## src/design/bpc_pkg.sv

```systemverilog
// shared types and constants for the button press classifier
package bpc_pkg;

    localparam int TIME_W   = 32;
    localparam int CFG_W    = 16;
    localparam int CFG_IDX_W = 3;

    localparam logic [CFG_IDX_W-1:0] CFG_LONG_PRESS    = 3'd0;
    localparam logic [CFG_IDX_W-1:0] CFG_OFFLINE_GUARD = 3'd1;
    localparam logic [CFG_IDX_W-1:0] CFG_TOGGLE_GUARD  = 3'd2;
    localparam logic [CFG_IDX_W-1:0] CFG_MIN_CLICK     = 3'd3;

    localparam logic [CFG_W-1:0] LONG_PRESS_RST    = 16'd3000;
    localparam logic [CFG_W-1:0] OFFLINE_GUARD_RST = 16'd1500;
    localparam logic [CFG_W-1:0] TOGGLE_GUARD_RST  = 16'd1000;
    localparam logic [CFG_W-1:0] MIN_CLICK_RST     = 16'd50;

    typedef struct packed {
        logic [31:0] now_ms;
        logic        key_down;
        logic        in_provisioning;
        logic        prov_busy;
        logic        button_locked;
        logic        login_ok;
        logic        session_active;
        logic        local_host;
        logic        shared_active;
    } bpc_in_t;

    typedef struct packed {
        logic request_offline;
        logic toggle_team;
        logic enter_config;
        logic offline_exit;
    } bpc_out_t;

    typedef struct packed {
        logic [CFG_W-1:0] long_hold_ms;
        logic [CFG_W-1:0] offline_guard_ms;
        logic [CFG_W-1:0] toggle_guard_ms;
        logic [CFG_W-1:0] min_click_ms;
    } bpc_cfg_t;

    typedef struct packed {
        logic              held;
        logic              consumed;
        logic [TIME_W-1:0] press_time;
        logic [TIME_W-1:0] guard_until;
        logic [TIME_W-1:0] last_toggle;
    } bpc_state_t;

endpackage

```

## src/design/bpc_step.sv

```systemverilog
// next-state and action pulses for one key sample
module bpc_step (
    input  bpc_pkg::bpc_in_t    item,
    input  bpc_pkg::bpc_cfg_t   cfg,
    input  bpc_pkg::bpc_state_t cur,
    output bpc_pkg::bpc_state_t nxt,
    output bpc_pkg::bpc_out_t   act
);
    import bpc_pkg::*;

    logic [TIME_W-1:0] now;
    logic [TIME_W-1:0] guard_diff;
    logic [TIME_W-1:0] hold_time;
    logic [TIME_W-1:0] since_toggle;
    logic [TIME_W-1:0] guard_end;
    logic              press_edge;
    logic              guard_on;
    logic              release_click;
    logic              toggle_blocked;

    assign now          = item.now_ms[TIME_W-1:0];
    assign guard_diff   = cur.guard_until - now;
    assign hold_time    = now - cur.press_time;
    assign since_toggle = now - cur.last_toggle;
    assign guard_end    = now + TIME_W'(cfg.offline_guard_ms);
    assign press_edge   = item.key_down && !cur.held;
    assign guard_on     = (cur.guard_until != '0) && (guard_diff != '0)
                          && !guard_diff[TIME_W-1];
    assign release_click = !item.key_down && cur.held && !cur.consumed
                           && (hold_time >= TIME_W'(cfg.min_click_ms));
    assign toggle_blocked = (cur.last_toggle != '0)
                            && (since_toggle < TIME_W'(cfg.toggle_guard_ms));

    always_comb
    begin
        nxt = cur;
        act = '0;
        if (press_edge)
        begin
            nxt.held       = 1'b1;
            nxt.consumed   = 1'b0;
            nxt.press_time = now;
            if (guard_on)
            begin
                nxt.consumed = 1'b1;
            end
            else if (item.in_provisioning)
            begin
                act.request_offline = 1'b1;
                nxt.guard_until     = guard_end;
                nxt.consumed        = 1'b1;
            end
        end
        if (item.key_down)
        begin
            // long press, measured from the press time after the edge update
            if (!nxt.consumed && ((now - nxt.press_time) >= TIME_W'(cfg.long_hold_ms)))
            begin
                nxt.consumed = 1'b1;
                if (item.login_ok)
                begin
                    act.enter_config = 1'b1;
                end
                else if (item.session_active || item.local_host || item.shared_active)
                begin
                    act.request_offline = 1'b1;
                    act.offline_exit    = 1'b1;
                    nxt.guard_until     = guard_end;
                end
                else
                begin
                    act.enter_config = 1'b1;
                end
            end
        end
        else
        begin
            if (release_click)
            begin
                if (item.in_provisioning)
                begin
                    act.request_offline = 1'b1;
                    nxt.guard_until     = guard_end;
                end
                else if (!item.prov_busy && !item.button_locked && !toggle_blocked)
                begin
                    act.toggle_team = 1'b1;
                    nxt.last_toggle = now;
                end
            end
            nxt.held     = 1'b0;
            nxt.consumed = 1'b0;
        end
    end

endmodule

```

## src/design/button_press_classifier_core.sv

```systemverilog
// top level of the button press classifier: beat registers, config and state
//
//  channel | direction | handshake             | beat
//  in      | input     | in_valid / in_ready   | in_data   (bpc_in_t)
//  out     | output    | out_valid / out_ready | out_data  (bpc_out_t)
//  cfg     | input     | cfg_valid / cfg_ready | cfg_index, cfg_data
//
//  one beat per cycle sustained while out_ready is high; an accepted beat passes the input
//  register, then step logic into the result register, before out_valid rises
//  reset clears the valid flags and press state and loads the register defaults; cfg_ready is always high
//  a stalled result holds the input register, which still takes one more beat
module button_press_classifier_core (
    input  logic                              clk,
    input  logic                              rst_n,
    input  logic                              in_valid,
    output logic                              in_ready,
    input  bpc_pkg::bpc_in_t                  in_data,
    output logic                              out_valid,
    input  logic                              out_ready,
    output bpc_pkg::bpc_out_t                 out_data,
    input  logic                              cfg_valid,
    output logic                              cfg_ready,
    input  logic [bpc_pkg::CFG_IDX_W-1:0]     cfg_index,
    input  logic [bpc_pkg::CFG_W-1:0]         cfg_data
);
    import bpc_pkg::*;

    bpc_in_t    item_reg;
    logic       item_valid_reg;
    bpc_out_t   res_reg;
    logic       res_valid_reg;
    bpc_cfg_t   cfg_reg;
    bpc_cfg_t   cfg_next;
    bpc_state_t st_reg;
    bpc_state_t st_next;
    bpc_out_t   act;
    logic       advance;

    assign advance   = item_valid_reg && (!res_valid_reg || out_ready);
    assign in_ready  = !item_valid_reg || advance;
    assign out_valid = res_valid_reg;
    assign out_data  = res_reg;
    assign cfg_ready = 1'b1;

    bpc_step u_step (
        .item (item_reg),
        .cfg  (cfg_reg),
        .cur  (st_reg),
        .nxt  (st_next),
        .act  (act)
    );

    always_comb
    begin
        cfg_next = cfg_reg;
        if (cfg_valid)
        begin
            unique case (cfg_index)
                CFG_LONG_PRESS:    cfg_next.long_hold_ms     = cfg_data;
                CFG_OFFLINE_GUARD: cfg_next.offline_guard_ms = cfg_data;
                CFG_TOGGLE_GUARD:  cfg_next.toggle_guard_ms  = cfg_data;
                CFG_MIN_CLICK:     cfg_next.min_click_ms     = cfg_data;
                default:           cfg_next = cfg_reg;
            endcase
        end
    end

    always_ff @(posedge clk or negedge rst_n)
    begin
        if (!rst_n)
        begin
            item_valid_reg           <= 1'b0;
            res_valid_reg            <= 1'b0;
            st_reg                   <= '0;
            cfg_reg.long_hold_ms     <= LONG_PRESS_RST;
            cfg_reg.offline_guard_ms <= OFFLINE_GUARD_RST;
            cfg_reg.toggle_guard_ms  <= TOGGLE_GUARD_RST;
            cfg_reg.min_click_ms     <= MIN_CLICK_RST;
        end
        else
        begin
            cfg_reg <= cfg_next;
            if (in_ready)
            begin
                item_valid_reg <= in_valid;
            end
            if (advance)
            begin
                st_reg        <= st_next;
                res_valid_reg <= 1'b1;
            end
            else if (out_ready)
            begin
                res_valid_reg <= 1'b0;
            end
        end
    end

    always_ff @(posedge clk)
    begin
        if (in_valid && in_ready)
        begin
            item_reg <= in_data;
        end
        if (advance)
        begin
            res_reg <= act;
        end
    end

    a_exit_with_offline: assert property (@(posedge clk) disable iff (!rst_n)
        out_valid && out_data.offline_exit |-> out_data.request_offline)
        else $error("offline exit without offline request");

    a_toggle_alone: assert property (@(posedge clk) disable iff (!rst_n)
        out_valid && out_data.toggle_team |->
            !out_data.request_offline && !out_data.enter_config)
        else $error("team toggle together with another action");

    a_config_not_exit: assert property (@(posedge clk) disable iff (!rst_n)
        out_valid && out_data.enter_config |-> !out_data.offline_exit)
        else $error("config entry together with offline exit");

    a_full_stall: assert property (@(posedge clk) disable iff (!rst_n)
        item_valid_reg && out_valid && !out_ready |-> !in_ready)
        else $error("input taken while both stages are held");

    a_held_after_press: assert property (@(posedge clk) disable iff (!rst_n)
        advance && item_reg.key_down |=> st_reg.held)
        else $error("key sample down but press not held");

endmodule
```

## config.mk

```make
export PLATFORM = sky130hd
export DESIGN_NAME = button_press_classifier_core
export DESIGN_NICKNAME = d
export VERILOG_FILES = /design/src/design/bpc_pkg.sv /design/src/design/bpc_step.sv /design/src/design/button_press_classifier_core.sv
export SDC_FILE = /design/constraint.sdc
export NUM_CORES = 1
export LEC_CHECK = 0
export ABC_AREA = 1
export BUFFER_PORTS_ARGS = -buffer_cell sky130_fd_sc_hd__buf_2
export CORE_UTILIZATION = 45
export DETAILED_ROUTE_END_ITERATION = 6
export GPL_TIMING_DRIVEN = 0
export SETUP_SLACK_MARGIN = 0.05
export SLEW_MARGIN = 20
export SYNTH_ARGS = -nofsm -noshare
export SYNTH_HDL_FRONTEND = slang
export SYNTH_SLANG_ARGS = --single-unit
```

## constraint.sdc

```tcl
create_clock -name clk -period 6.4 [get_ports clk]
set_clock_uncertainty 0.2 [all_clocks]
set_input_delay 0.32 -clock clk [delete_from_list [all_inputs] [get_ports clk]]
set_output_delay 0.32 -clock clk [all_outputs]
set_load 0.02 [all_outputs]
```

==> impl_metrics.csv <==
group,metric,value,unit
sta,min_period_over_period,88.2,%
clock_network,cts-root-buf,"clkbuf_16",
power,power.total,10.9,mW
die,rows,79,
grt,antenna_found_initial,1,
sta,slew_headroom,44.1,%
place,gp_congestion,0.992,
logic_synthesis,synthArstFlopShare,78.8,%
clock_network,cts_resized,0,
grt,grt_pass1_wl,130,mm
power,pwr_density_cell,451,nW/um^2
place,post-dp-hpwl,68.2,mm
layout,final_util,51.7,%
run_status,violations,"design-rule violations",
detailed_routing,firstDrtPassIters,7,
sta,rsz0062_at_grt,"no",
logic_synthesis,synthCells,3473,
clock_network,cts_tree,"yes",
detailed_routing,drc,16,
logic_synthesis,syn_nets,3718,
logic_synthesis,postSynthAreaPerCell,6.21,um^2
worst_hold_path,hp-class,"in2async",
setup_path,worstPathMaxFanout,10,
sta,fmax,177,MHz
logic_synthesis,ys_warn_count,0,
flow_run,cap_violations,0,
grt,grt_max_degree,68,
power,ir_worst_vdd,0.342,mV
clock_network,clk_pin_slew_worst_paths,0.07,ns
clock_network,postCtsSetupRepairBufs,0,
setup_path,crit_type,"reg2reg",
sta,setup_tns,0,ns
sta,setup_viol,0,
sta,worstMarginPinSlew,0.838,ns
place,io_buffer_count,69,
layout,largest_reg_flops,98,
die,boundaryPins,71,
logic_synthesis,synth_top_cell_area_share,18.6,%
setup_path,worst_ep_arrival_time,5.92,ns
setup_path,crit_required,6.67,ns
logic_synthesis,synth_edf_count,44,
die,die-area,48800,um^2
power,leakage,12.8,nW
clock_network,hold_buffers,54,
grt,track_usage,34.9,%
logic_synthesis,synth_area_leaders,"nand2_1 19%, dfrtp_1 16%, ha_1 10%",
sta,fin_crit,5.64,ns
die,core-area,47000,um^2
clock_network,cts.sinks,208,
logic_synthesis,synth_seq_area_share,25.3,%
grt,grt-ovfl-total,0,
die,start_util,45.9,%
layout,final_cells,4259,
grt,grt_pass1_vias,21900,
clock_network,htreeDepth,1,
detailed_routing,wl_per_cell,20.5,um
detailed_routing,viasPerCell,5.58,
logic_synthesis,syn_area,21600,um^2
detailed_routing,num_vias,23800,
logic_synthesis,synth_seq_cells,208,
layout,area_growth,12.5,%
clock_network,cts_made_buffers,28,
logic_synthesis,synth_cell_types,53,
clock_network,cts_buffer_depth,3,
setup_path,ff2ff_setup_slack,0.76,ns
sta,hold_violations,0,
detailed_routing,ant_nets,0,
setup_path,critPathMaxStageDelay,0.41,ns
clock_network,insertion_delay,0.59,ns
logic_synthesis,synth_top_area_cell,"nand2_1",
run_status,outcome,"complete, but fails checks",
die,chipHeight,221,um
setup_path,slowest_stage,"clkbuf_1",
setup_path,cp_common_cell,"nand2_1",
die,chipWidth,221,um
layout,nets,3874,
detailed_routing,wl,87.3,mm
logic_synthesis,ys.flop_type,"dfrtp_1",
place,placedCellCount,4152,
setup_path,end_kind,"flip-flop",
layout,drive_gt1_share,6.52,%
detailed_routing,drtIter0Drc,2381,
sta,slew_viol_final,0,
setup_path,startpoint_type,"flip-flop",
==> worst paths after layout <==
kind	from	cells after the start	to
min in group clk	cfg_index[0]	4	cfg_reg[15]
worst min-delay path	rst_n	2	cfg_reg[28]
worst max register to register	item_reg[7]	29	st_reg[38]
worst max-delay path	item_reg[7]	29	st_reg[38]
max in group asynchronous	rst_n	4	st_reg[71]
worst min register to register	st_reg[26]	2	st_reg[26]
==> cells by family after synthesis <==
logic type                 Yosys count  share of synthesized area (%)
buffers and inverters              647                           11.7
adders and majority gates          181                           10.6
and+or+nand+nor                   1830                           36.2
AOI/OAI and AO/OA                  523                           12.7
other                                1                         0.0174
DFF                                208                           25.3
xor gates and xnor gates            83                           3.37
==> synthesized netlist by cell type (all sizes together) (3+ instances only) <==
master,instances
nand2,1088
inv,560
nand3,284
nor2,281
o21ai,259
a21oi,219
ha,177
dfrtp,141
nand4,85
xor2,63
clkbuf,52
nor3,47
edfxtp,44
buf,33
dfstp,23
xnor2,20
nor4,18
a21o,12
nand3b,12
o21bai,10
or2,10
o211ai,5
a31oi,4
fa,4
a221oi,3
and3,3
==> power breakdown <==
group	internal, mW	switching, mW
Clock	0.987	0.686
Combinational	2.35	4.71
Sequential	1.73	0.474
Total	5.07	5.87
==> worst max-delay path, delay by kind of cell, from the launching register on <==
kind            cells  cell delay (ns)
flops               1             0.37
compound gates      6             1.19
buf+inv             8             1.42
xor+xnor            1             0.22
simple gates       12             1.39
fa+ha+maj           2             0.67
==> metal layers <==
layer	vias to the layer above	GRT usage [%]	wire length (um)
met3	149	7.66	7850
met1	11100	47.8	38800
met4	0	12.0	3240
li1	11600	-	-
met5	-	0	0
met2	944	54.2	37400
==> layout make-up <==
class / count / area [um^2]
Antenna cell: 1 / 2.50
Timing Repair Buffer: 126 / 971
Multi-Input combinational cell: 2618 / 13600
Inverter: 562 / 2110
Sequential cell: 208 / 5450
Tap cell: 607 / 759
Fill cell: 4944 / 22700
Clock inverter: 17 / 226
Buffer: 85 / 420
Clock buffer: 35 / 737
==> metrics by stage <==
| step | setup WS [ns] | cell area, um^2 | hold slack [ns] |
|---|---|---|---|
| global route | 0.440 | 24300 | 0.0272 |
| finish | 0.756 | 24300 | 0.0103 |
| CTS | 0.862 | 24300 | 0.00509 |
| detailed placement | 0.933 | 22800 | 0.0322 |
| global placement | 0.958 | 22700 | 0.259 |
| floorplan | 2.26 | 21600 | -0.176 |
==> layout by cell type (no fill, tap or decap), types with 4 or more instances in the layout <==
cell type and instances:
nor3_1 43, inv_1 549, ha_1 177, o21bai_1 10, buf_2 80, or2_2 10, fa_1 4, nor2_2 10
buf_1 5, nand2_1 1067, nand3_2 8, nand3b_1 12, inv_2 11, edfxtp_1 44, dlygate4sd3_1 54, nand4_1 84
clkbuf_16 28, o21ai_0 253, nand3_1 275, bufinv_16 4, o211ai_1 5, dfrtp_1 141, dfstp_2 23, o21ai_1 5
nor2_1 269, a31oi_1 4, nor3_2 4, buf_6 7, clkinv_4 4, buf_4 9, a21o_1 12, xor2_1 63
xnor2_1 20, clkbuf_1 58, nand2_2 18, a21oi_1 218, nor4_1 18
(Power assumes the default switching activity.)
